==> src/ptt_pkg.sv <==
// Package for the pending request timeout table.
// Holds item types, command and status codes, controller states and the
// command/status structs between controller and datapath. No dependencies.
package ptt_pkg;

  // Command codes of an input item
  typedef enum logic [1:0] {
    CMD_ADD    = 2'd0,
    CMD_REMOVE = 2'd1,
    CMD_LOOKUP = 2'd2,
    CMD_EXPIRE = 2'd3
  } cmd_e;

  // Status codes of a result item
  localparam logic [1:0] STAT_OK        = 2'd0;
  localparam logic [1:0] STAT_FULL      = 2'd1;
  localparam logic [1:0] STAT_NOT_FOUND = 2'd2;

  // Fixed field widths
  localparam int unsigned TAG_W  = 64;
  localparam int unsigned NAME_W = 16;
  localparam int unsigned TMO_W  = 31;
  localparam int unsigned TIME_W = 40;

  // Input item
  typedef struct packed {
    cmd_e                command;
    logic [TAG_W-1:0]    corr_tag;
    logic [NAME_W-1:0]   name_code;
    logic [TMO_W-1:0]    timeout;
    logic [TIME_W-1:0]   now_time;
  } ptt_in_t;

  // Result item
  typedef struct packed {
    logic [1:0]          status;
    logic                is_pending;
    logic                expired_found;
    logic [2:0]          expired_slot;
    logic [TAG_W-1:0]    expired_tag;
    logic [NAME_W-1:0]   expired_name;
    logic [3:0]          entry_count;
  } ptt_out_t;

  // Controller states
  typedef enum logic [1:0] {
    ST_IDLE,
    ST_SCAN,
    ST_DRAIN,
    ST_COMMIT
  } state_e;

  // Controller to datapath commands
  typedef struct packed {
    logic load;    // capture item, restart scan
    logic scan;    // read one table entry
    logic commit;  // update table, register result
  } ptt_cmd_t;

  // Datapath to controller status
  typedef struct packed {
    logic scan_last;  // entry being read is the last one
  } ptt_stat_t;

endpackage

==> src/ptt_ctrl.sv <==
// Controller of the pending request timeout table.
// Sequences load, table scan, drain and commit for each item.
// Depends on ptt_pkg.
module ptt_ctrl
  import ptt_pkg::*;
(
  input  logic      clk,
  input  logic      rst,
  input  logic      start,
  input  ptt_stat_t stat,
  output ptt_cmd_t  cmd,
  output logic      busy
);

  state_e state, state_next;

  // State register
  always_ff @(posedge clk) begin
    if (rst) begin
      state <= ST_IDLE;
    end else begin
      state <= state_next;
    end
  end

  // Next state and commands
  always_comb begin
    state_next = state;
    cmd        = '0;
    unique case (state)
      ST_IDLE: begin
        if (start) begin
          cmd.load   = 1'b1;
          state_next = ST_SCAN;
        end
      end
      ST_SCAN: begin
        cmd.scan = 1'b1;
        if (stat.scan_last) begin
          state_next = ST_DRAIN;
        end
      end
      ST_DRAIN: begin
        state_next = ST_COMMIT;
      end
      ST_COMMIT: begin
        cmd.commit = 1'b1;
        state_next = ST_IDLE;
      end
      default: begin
        state_next = ST_IDLE;
      end
    endcase
  end

  assign busy = (state != ST_IDLE);

  // An accepted item always starts a scan
  a_start_scan: assert property (@(posedge clk) disable iff (rst)
    (state == ST_IDLE && start) |=> (state == ST_SCAN))
    else $error("accepted item did not start a scan");

  // Commit follows the drain cycle and is never repeated
  a_commit_once: assert property (@(posedge clk) disable iff (rst)
    cmd.commit |=> !cmd.commit && $past(state == ST_COMMIT) && $past(state, 2) == ST_DRAIN)
    else $error("commit not preceded by drain or repeated");

  // No new item is taken while one is in progress
  a_no_load_busy: assert property (@(posedge clk) disable iff (rst)
    busy |-> !cmd.load)
    else $error("load while busy");

endmodule

==> src/ptt_datapath.sv <==
// Datapath of the pending request timeout table.
// Holds the entry memory, valid bits, entry count, scan finders and the
// result register. Depends on ptt_pkg.
module ptt_datapath
  import ptt_pkg::*;
#(
  parameter int unsigned DEPTH   = 8,
  parameter int unsigned TAG_LEN = 64
) (
  input  logic      clk,
  input  logic      rst,
  input  ptt_in_t   request,
  input  ptt_cmd_t  cmd,
  output ptt_stat_t stat,
  output ptt_out_t  response,
  output logic      done
);

  localparam int unsigned IW = (DEPTH > 1) ? $clog2(DEPTH) : 1;
  localparam int unsigned CW = $clog2(DEPTH + 1);

  typedef struct packed {
    logic [TAG_LEN-1:0] tag;
    logic [NAME_W-1:0]  name;
    logic [TIME_W-1:0]  deadline;
  } entry_t;

  // Table storage
  entry_t             mem [DEPTH];
  logic [DEPTH-1:0]   valid;
  logic [CW-1:0]      count, count_next;

  // Captured item
  cmd_e               cur_cmd;
  logic [TAG_LEN-1:0] cur_tag;
  logic [NAME_W-1:0]  cur_name;
  logic [TIME_W-1:0]  cur_now;
  logic [TIME_W-1:0]  add_deadline;
  logic [TIME_W:0]    dl_sum;

  // Scan pipeline
  logic [IW-1:0]      idx;
  logic [IW-1:0]      idx_d;
  logic               vld_d;
  logic               eval_en;
  entry_t             rd_entry;

  // Finders
  logic               match_found;
  logic [IW-1:0]      match_idx;
  logic               free_found;
  logic [IW-1:0]      free_idx;
  logic               exp_found;
  logic [IW-1:0]      exp_idx;
  entry_t             exp_entry;

  logic               hit_match, hit_free, hit_exp;
  ptt_out_t           rsp_next;

  assign stat.scan_last = (idx == IW'(DEPTH - 1));

  // Saturating deadline for an add
  assign dl_sum = {1'b0, request.now_time} + (TIME_W + 1)'(request.timeout);

  // Item capture
  always_ff @(posedge clk) begin
    if (cmd.load) begin
      cur_cmd      <= request.command;
      cur_tag      <= request.corr_tag[TAG_LEN-1:0];
      cur_name     <= request.name_code;
      cur_now      <= request.now_time;
      add_deadline <= dl_sum[TIME_W] ? {TIME_W{1'b1}} : dl_sum[TIME_W-1:0];
    end
  end

  // Scan index and registered entry read
  always_ff @(posedge clk) begin
    if (cmd.load) begin
      idx <= '0;
    end else if (cmd.scan) begin
      idx <= idx + 1'b1;
    end
    if (cmd.scan) begin
      rd_entry <= mem[idx];
      vld_d    <= valid[idx];
      idx_d    <= idx;
    end
  end

  always_ff @(posedge clk) begin
    if (rst) begin
      eval_en <= 1'b0;
    end else begin
      eval_en <= cmd.scan;
    end
  end

  // Per-entry tests
  assign hit_match = vld_d && (rd_entry.tag == cur_tag) && !match_found;
  assign hit_free  = !vld_d && !free_found;
  assign hit_exp   = vld_d && (rd_entry.deadline < cur_now) &&
                     (!exp_found || (rd_entry.deadline < exp_entry.deadline));

  // Finders: first match, first free slot, earliest expired
  always_ff @(posedge clk) begin
    if (rst || cmd.load) begin
      match_found <= 1'b0;
      free_found  <= 1'b0;
      exp_found   <= 1'b0;
    end else if (eval_en) begin
      if (hit_match) begin
        match_found <= 1'b1;
      end
      if (hit_free) begin
        free_found <= 1'b1;
      end
      if (hit_exp) begin
        exp_found <= 1'b1;
      end
    end
  end

  always_ff @(posedge clk) begin
    if (eval_en) begin
      if (hit_match) begin
        match_idx <= idx_d;
      end
      if (hit_free) begin
        free_idx <= idx_d;
      end
      if (hit_exp) begin
        exp_idx   <= idx_d;
        exp_entry <= rd_entry;
      end
    end
  end

  // Result and count update at commit
  always_comb begin
    rsp_next   = '0;
    count_next = count;
    case (cur_cmd)
      CMD_ADD: begin
        if (free_found) begin
          count_next = count + 1'b1;
        end else begin
          rsp_next.status = STAT_FULL;
        end
      end
      CMD_REMOVE: begin
        if (match_found) begin
          count_next = count - 1'b1;
        end else begin
          rsp_next.status = STAT_NOT_FOUND;
        end
      end
      CMD_LOOKUP: begin
        rsp_next.is_pending = match_found;
      end
      CMD_EXPIRE: begin
        if (exp_found) begin
          rsp_next.expired_found = 1'b1;
          rsp_next.expired_slot  = 3'(exp_idx);
          rsp_next.expired_tag   = TAG_W'(exp_entry.tag);
          rsp_next.expired_name  = exp_entry.name;
        end
      end
      default: begin
        rsp_next = '0;
      end
    endcase
    rsp_next.entry_count = 4'(count_next);
  end

  // Valid bits and count
  always_ff @(posedge clk) begin
    if (rst) begin
      valid <= '0;
      count <= '0;
    end else if (cmd.commit) begin
      count <= count_next;
      if (cur_cmd == CMD_ADD && free_found) begin
        valid[free_idx] <= 1'b1;
      end else if (cur_cmd == CMD_REMOVE && match_found) begin
        valid[match_idx] <= 1'b0;
      end
    end
  end

  // Entry memory write
  always_ff @(posedge clk) begin
    if (cmd.commit && cur_cmd == CMD_ADD && free_found) begin
      mem[free_idx] <= '{tag: cur_tag, name: cur_name, deadline: add_deadline};
    end
  end

  // Result register and strobe
  always_ff @(posedge clk) begin
    if (cmd.commit) begin
      response <= rsp_next;
    end
  end

  always_ff @(posedge clk) begin
    if (rst) begin
      done <= 1'b0;
    end else begin
      done <= cmd.commit;
    end
  end

  // Count tracks the valid bits
  a_count_valid: assert property (@(posedge clk) disable iff (rst)
    count == CW'($countones(valid)))
    else $error("entry count differs from valid bits");

  // A result follows each commit and reports the updated count
  a_done_count: assert property (@(posedge clk) disable iff (rst)
    cmd.commit |=> done && (response.entry_count == 4'(count)))
    else $error("result missing or count mismatch");

  // A successful add makes its slot valid
  a_add_valid: assert property (@(posedge clk) disable iff (rst)
    (cmd.commit && cur_cmd == CMD_ADD && free_found) |=> valid[$past(free_idx)])
    else $error("added slot not valid");

endmodule

==> src/pending_request_timeout_table.sv <==
// Pending request timeout table: one item in, one result out per item.
// Each item passes through the accept cycle, a scan of one table entry per cycle,
// a drain cycle and a commit cycle; no new item is accepted while busy is high.
// The result and done are both registered from the commit.
// done is high for one cycle with each new result; the receiver cannot stall.
// Synchronous reset clears all valid bits and the entry count; no clearing pass.
module pending_request_timeout_table
  import ptt_pkg::*;
#(
  parameter int unsigned TABLE_DEPTH = 8,
  parameter int unsigned TAG_BITS    = 64
) (
  input  logic     clk,
  input  logic     rst,
  input  logic     start,
  input  ptt_in_t  request,
  output logic     busy,
  output ptt_out_t response,
  output logic     done
);

  ptt_cmd_t  cmd;
  ptt_stat_t stat;

  // Sequencer
  ptt_ctrl u_ctrl (
    .clk   (clk),
    .rst   (rst),
    .start (start),
    .stat  (stat),
    .cmd   (cmd),
    .busy  (busy)
  );

  // Table, scan and result
  ptt_datapath #(
    .DEPTH   (TABLE_DEPTH),
    .TAG_LEN (TAG_BITS)
  ) u_datapath (
    .clk      (clk),
    .rst      (rst),
    .request  (request),
    .cmd      (cmd),
    .stat     (stat),
    .response (response),
    .done     (done)
  );

endmodule

==> config.mk <==
export PLATFORM = sky130hd
export DESIGN_NAME = pending_request_timeout_table
export DESIGN_NICKNAME = d
export VERILOG_FILES = /design/src/ptt_pkg.sv /design/src/ptt_ctrl.sv /design/src/ptt_datapath.sv /design/src/pending_request_timeout_table.sv
export SDC_FILE = /design/constraint.sdc
export NUM_CORES = 2
export LEC_CHECK = 0
export BUFFER_PORTS_ARGS = -buffer_cell sky130_fd_sc_hd__clkbuf_2
export CAP_MARGIN = 10
export CORE_ASPECT_RATIO = 2
export CORE_MARGIN = 2
export CORE_UTILIZATION = 55
export DETAILED_ROUTE_END_ITERATION = 10
export PLACE_DENSITY = 0.72
export SLEW_MARGIN = 20
export SYNTH_ARGS = -nofsm -noshare
export SYNTH_HDL_FRONTEND = slang
export SYNTH_SLANG_ARGS = --single-unit
==> constraint.sdc <==
create_clock -name clk -period 16.54 [get_ports clk]
set_clock_uncertainty 0.15 [all_clocks]
set_input_delay 4.135 -clock clk [delete_from_list [all_inputs] [get_ports clk]]
set_output_delay 4.135 -clock clk [all_outputs]
set_load 0.05 [all_outputs]
== After elaboration in Yosys (flattened, before gate mapping) ==
Memory sizes are Yosys's and may differ from the RTL's. A register that Yosys moved wholly into a read port is not among the register bits.
Cells that the tools add are included.
Word-level totals
  word-level logic and storage cells: 105
  RAM bits: 960
  flip-flop bits (word level): 408
  memories: 1
Memories
  u_datapath.mem: words 8, bits a word 120, rd ports 1, clocked after Yosys merged registers in 1, write ports 1, line ptt_datapath.sv:29  | entry_t mem [DEPTH];
Operators by class
  $add $sub $neg: 4
  equality and inequality tests: 10
  $lt $le $gt $ge: 7
  bitwise gates (word level): 3
  mux-type cells: 24
  reductions and logical operators: 27
Operators with widths (number)
  $mux W84: 1
  $lt A40 B40 Y1: 2
  $eq A64 B64 Y1: 1
  $add A40 B31 Y41: 1
  $mux W8: 2
  $lt A3 B4 Y1 const B: 3
  $reduce_and A2 Y1: 6
  $logic_and A1 B1 Y1: 11
  $mux W1: 10
  $and A8 B8 Y8: 1
  $eq A2 B2 Y1 const B: 4
  $mux W4: 2
  $not A8 Y8: 1
  $or A8 B8 Y8: 1
  $pmux W2 S4: 1
  $pmux W4 S2: 1
  $demux W1 S3: 2
  $ge A3 B1 Y1 const B: 2
  $mux W2: 3
  $add A4 B1 Y4 const B: 1
  $eq A2 B1 Y1 const B: 2
  $logic_not A1 Y1: 4
  $logic_not A2 Y1: 2
  $ne A2 B2 Y1 const B: 2
  other kinds (7): 9

== Longest topological paths before layout ==
  word-level depth: 8
  gate-level depth with buffers: 11

== Modules after synthesis ==
Synthesis repeated with hierarchy kept, for this count alone.
Second synthesis, totals
  cell total of the unflattened synthesis: 2788
  area, all modules: 57497.6 um^2
By module, submodules not included
  ptt_datapath: area each 57303.7 um^2, cells an instance 2768, times used 1, seq. area each 44422.6 um^2
  ptt_ctrl: area each 193.9 um^2, cells an instance 20, times used 1, seq. area each 40.0 um^2

== Worst setup path before layout ==
No wires, ideal clock.
  path type: register -> register
  start: register u_ctrl.state[1]
  end: memory u_datapath.mem[2][0] in the netlist's numbering, enable pin
  clock period less this slack: 12.120 ns
  path buffers: 1
  path slack: 4.420 ns
  setup time: 0.746 ns
  data arrival time: 11.224 ns
  required time: 15.644 ns
  cell stages (with the launch flop): 5
  cell sequence: dfxtp_1 > ha_1 > clkbuf_1 > nand3_1 > nor3_1
RTL lines
  from (decl): line ptt_ctrl.sv:15  | state_e state, state_next;
  from (signal assigned): line ptt_ctrl.sv:22  | state <= state_next;
  to (decl): line ptt_datapath.sv:29

== Worst setup path in the final report ==
  start: input request[0] in the netlist's numbering
  end: register u_datapath.add_deadline[35] (data pin)
On the way
  word-level cells in the longest chain between the ends: 1
RTL lines
  from (decl): line pending_request_timeout_table.sv:16  | input ptt_in_t request,
  $add A40 B31 Y41: line ptt_datapath.sv:63  | assign dl_sum = {1'b0, request.now_time} + (TIME_W + 1)'(request.timeout);
  to (signal assigned): line ptt_datapath.sv:72  | add_deadline <= dl_sum[TIME_W] ? {TIME_W{1'b1}} : dl_sum[TIME_W-1:0];
  to (decl): line ptt_datapath.sv:38  | logic [TIME_W-1:0] add_deadline;
Every way passes these cells.
A chain may end at the register's enable or synchronous reset.

==> flow_summary.yaml <==
power:
  leakagePower_uw: 0.0216
  p_per_area_nw_per_um2: 149
  p_total_uw: 9640
  ir_worst_vdd_v: 0.0000998
timing:
  finalHoldViolations: 0
  tns_ns: 0
  maxSlewHeadroom_pct: 23.2
  period_needed_ns: 7.19
  fin_crit_sh_pct: 43.5
  slew_viol_final: 0
  tightest_slew_ns: 1.14
  rsz0062_at_grt: "false"
  finalSetupViolCount: 0
  fmax_mhz: 139
synth:
  synth_area_leader_cell: "edfxtp_1"
  yosys-top-cells-area: "edfxtp_1 77%, mux4_2 9.5%, ha_1 2.6%"
  netlist_instances: 2797
  ys_warn_count: 0
  async_flop_share_pct: 0
  ys_seq_area_share_pct: 77.3
  synth.distinct_cells: 62
  syn-cell-area_um2: 57500
  ys_ff_latch: 1488
  synth_ff_type: "edfxtp_1"
  syn_nets: 3072
  synth_edf_count: 1466
  synth.avg_cell_area_um2: 20.6
  synth_top_area_share_pct: 76.5
setup_path:
  crit_arrival_ns: 7.51
  ff2ff_path_depth: 6
  reg2reg_setup_slack_ns: 11.89
  setup.worst_path.start: "request[0]"
  required_ns: 16.86
  reg2reg_from: "u_ctrl.state[0]$_SDFFE_PP0P_"
  timing.rr.end: "u_datapath.mem[0][111]$_DFFE_PP_"
  crit_end: "u_datapath.add_deadline[35]$_SDFFCE_PP1P_"
  critPathLaunchType: "input pin"
  slowest_stage: "a31o_2"
  path_cells: "clkbuf_2 -> ha_1 -> fa_1 -> a21o_1 -> a221oi_4 -> a21oi_2 -> o31ai_2 -> a211o_1 -> a31o_2 -> nand2_1 -> mux2_2"
  critPathKind: "in -> reg"
  cp-end-kind: "register"
  slowest_delay_ns: 0.68
  crit_fanout: 38
clock_network:
  root_buffer: "clkbuf_16"
  clockBufferDepth: 3
  cts.hold.buffers_added: 0
  clk_transition_reported_paths_ns: 0.06
  cts_tree: "done"
  cts_setup_buffers: 0
  cts.sinks: 1488
  htreeDepth: 3
  clk_latency_ns: 0.74
  cts-buffers-inserted: 121
  cts_resized: 0
finish:
  syn2layout_area_growth_pct: 12.4
  layout_commonest_cell: "edfxtp_1"
  final_core_util_pct: 62.4
  design_area_um2: 64700
  fin_nets: 3382
  mostFrequentLayoutCells: "1466 x edfxtp_1, 248 x clkbuf_2, 242 x mux4_2"
  drive_above_1_share_pct: 27.0
global_routing:
  grt_pass1_wl_um: 183000
  antenna_found_initial: 5
  track_usage_pct: 23.5
  globalRouteOverflowTotal: 0
  grt_pass1_vias: 29500
  grt_max_degree: 124
floorplanning:
  die_x_um: 233
  rows: 167
  dieArea_um2: 107000
  fp.coreArea_um2: 104000
  die_h_um: 461
  ios: 249
  initial_core_util_pct: 55.5
worst_hold_path:
  hold_depth: 0
  hold_path.startpoint: "u_datapath.rd_entry[46]$_DFFE_PP_"
  hp-class: "reg -> reg"
routing:
  drt_iter0_markers: 2385
  drt-vias-per-instance: 6.03
  wl_um: 124000
  wire_per_inst_um: 27.1
  antenna_left: 0
  via_count: 27500
  dr.pass1.iters: 7
  drc: 0
placement:
  place.port_buffers: 248
  place.gp.congestion: 0.868
  dp_hpwl_um: 68000
  place_area_um2: 60500
run_status:
  status: "completed"
job:
  drv_cap: 0
[stage by stage]
| step | instances | setup WS [ns] | hold WS (ns) |
|---|---|---|---|
| 3_5_place_dp | 4335 | 8.62 | 0.255 |
| 5_1_grt | 4563 | 9.25 | 0.269 |
| 6_report | 4563 | 9.35 | 0.252 |
| 3_3_place_gp | 4335 | 8.63 | 0.257 |
| 2_1_floorplan | 2797 | 4.42 | 0.250 |
| 4_1_cts | 4561 | 9.41 | 0.257 |
[worst min-delay path by stage]
stage                                               to  slack (ns)
finish              u_datapath.exp_entry[46]$_DFFE_PP_        0.25
global route        u_datapath.exp_entry[46]$_DFFE_PP_        0.27
CTS                 u_datapath.exp_entry[48]$_DFFE_PP_        0.26
detailed placement  u_datapath.exp_entry[51]$_DFFE_PP_        0.25
global placement    u_datapath.exp_entry[46]$_DFFE_PP_        0.26
floorplan           u_datapath.exp_entry[40]$_DFFE_PP_        0.25
[power by group]
group | switching (µW) | internal, µW
Sequential | 341 | 4730
Combinational | 892 | 719
Clock | 1350 | 1610
Total | 2580 | 7060
[worst max-delay path, delay by kind of cell]
kind                     cells  cell delay (ns)
adder cells (fa/ha/maj)      2             0.64
AO/OA/AOI/OAI                6             2.22
multiplexers                 1             0.30
buffers and inverters        1             0.09
AND/OR/NAND/NOR              1             0.12
[Yosys cell counts (4+ instances only)]
cell type / count
ha_1: 118
nor4_1: 9
mux2_2: 127
xnor2_1: 60
a221oi_1: 10
nor3_1: 19
o21ai_0: 28
and4_1: 6
nand2b_1: 14
buf_2: 12
o211ai_1: 5
xor2_1: 20
nor2b_1: 10
and2_1: 88
o21a_1: 10
mux2i_1: 4
nand3b_1: 4
mux4_2: 242
buf_1: 17
nand3_1: 21
a211oi_1: 7
a21o_1: 41
o22ai_1: 5
o21bai_1: 5
a31o_2: 4
nand2_1: 67
nor2_1: 43
nand4_1: 23
dfxtp_1: 22
a31oi_1: 11
and3_1: 8
clkbuf_1: 58
a21oi_1: 61
edfxtp_1: 1466
inv_1: 109
[state kept, by name (all words and copies together) (netlist names), 2 cells and up]
register and flops:
u_datapath.exp_entry 120, u_datapath.exp_idx 3, u_datapath.response 91, u_datapath.cur_tag 64, u_datapath.idx_d 3, u_datapath.match_idx 3, u_datapath.mem 960, u_datapath.valid 8
u_datapath.add_deadline 40, u_ctrl.state 2, u_datapath.cur_name 16, u_datapath.cur_now 40, u_datapath.count 4, u_datapath.rd_entry 120, u_datapath.free_idx 3, u_datapath.idx 3
u_datapath.cur_cmd 2
[cells by family (layout without fill, tap and decap cells)]
family                     Yosys count  count (layout)  share of synthesized area, %
DFF                               1488            1488                          77.3
xor gates and xnor gates            80              80                          1.22
adders and majority gates          119             119                          2.60
muxes                              373             373                          12.0
buffers and inverters              198             611                          1.34
other                                0               1                             0
AOI/OAI and AO/OA                  216             216                          2.53
and+or+nand+nor                    323             323                          3.00
[final cells by class]
type / count / area (µm²)
fill: 7201 / 39000
clock inverter: 96 / 1010
multi-input combinational: 1111 / 12400
antenna: 1 / 2.50
clock buffer: 130 / 3080
sequential: 1488 / 44500
tap: 1352 / 1690
inverter: 109 / 409
timing repair buffer: 276 / 1600
[metal layers]
layer  GRT usage, %  up-vias  wire length, µm
li1               -    11900                -
met1           29.3    14400            47300
met2           42.1     1002            65600
met3           2.77      208             6510
met4           8.79        0             4140
met5              0        -                0
Note: power is estimated with default switching activity, not from simulation.
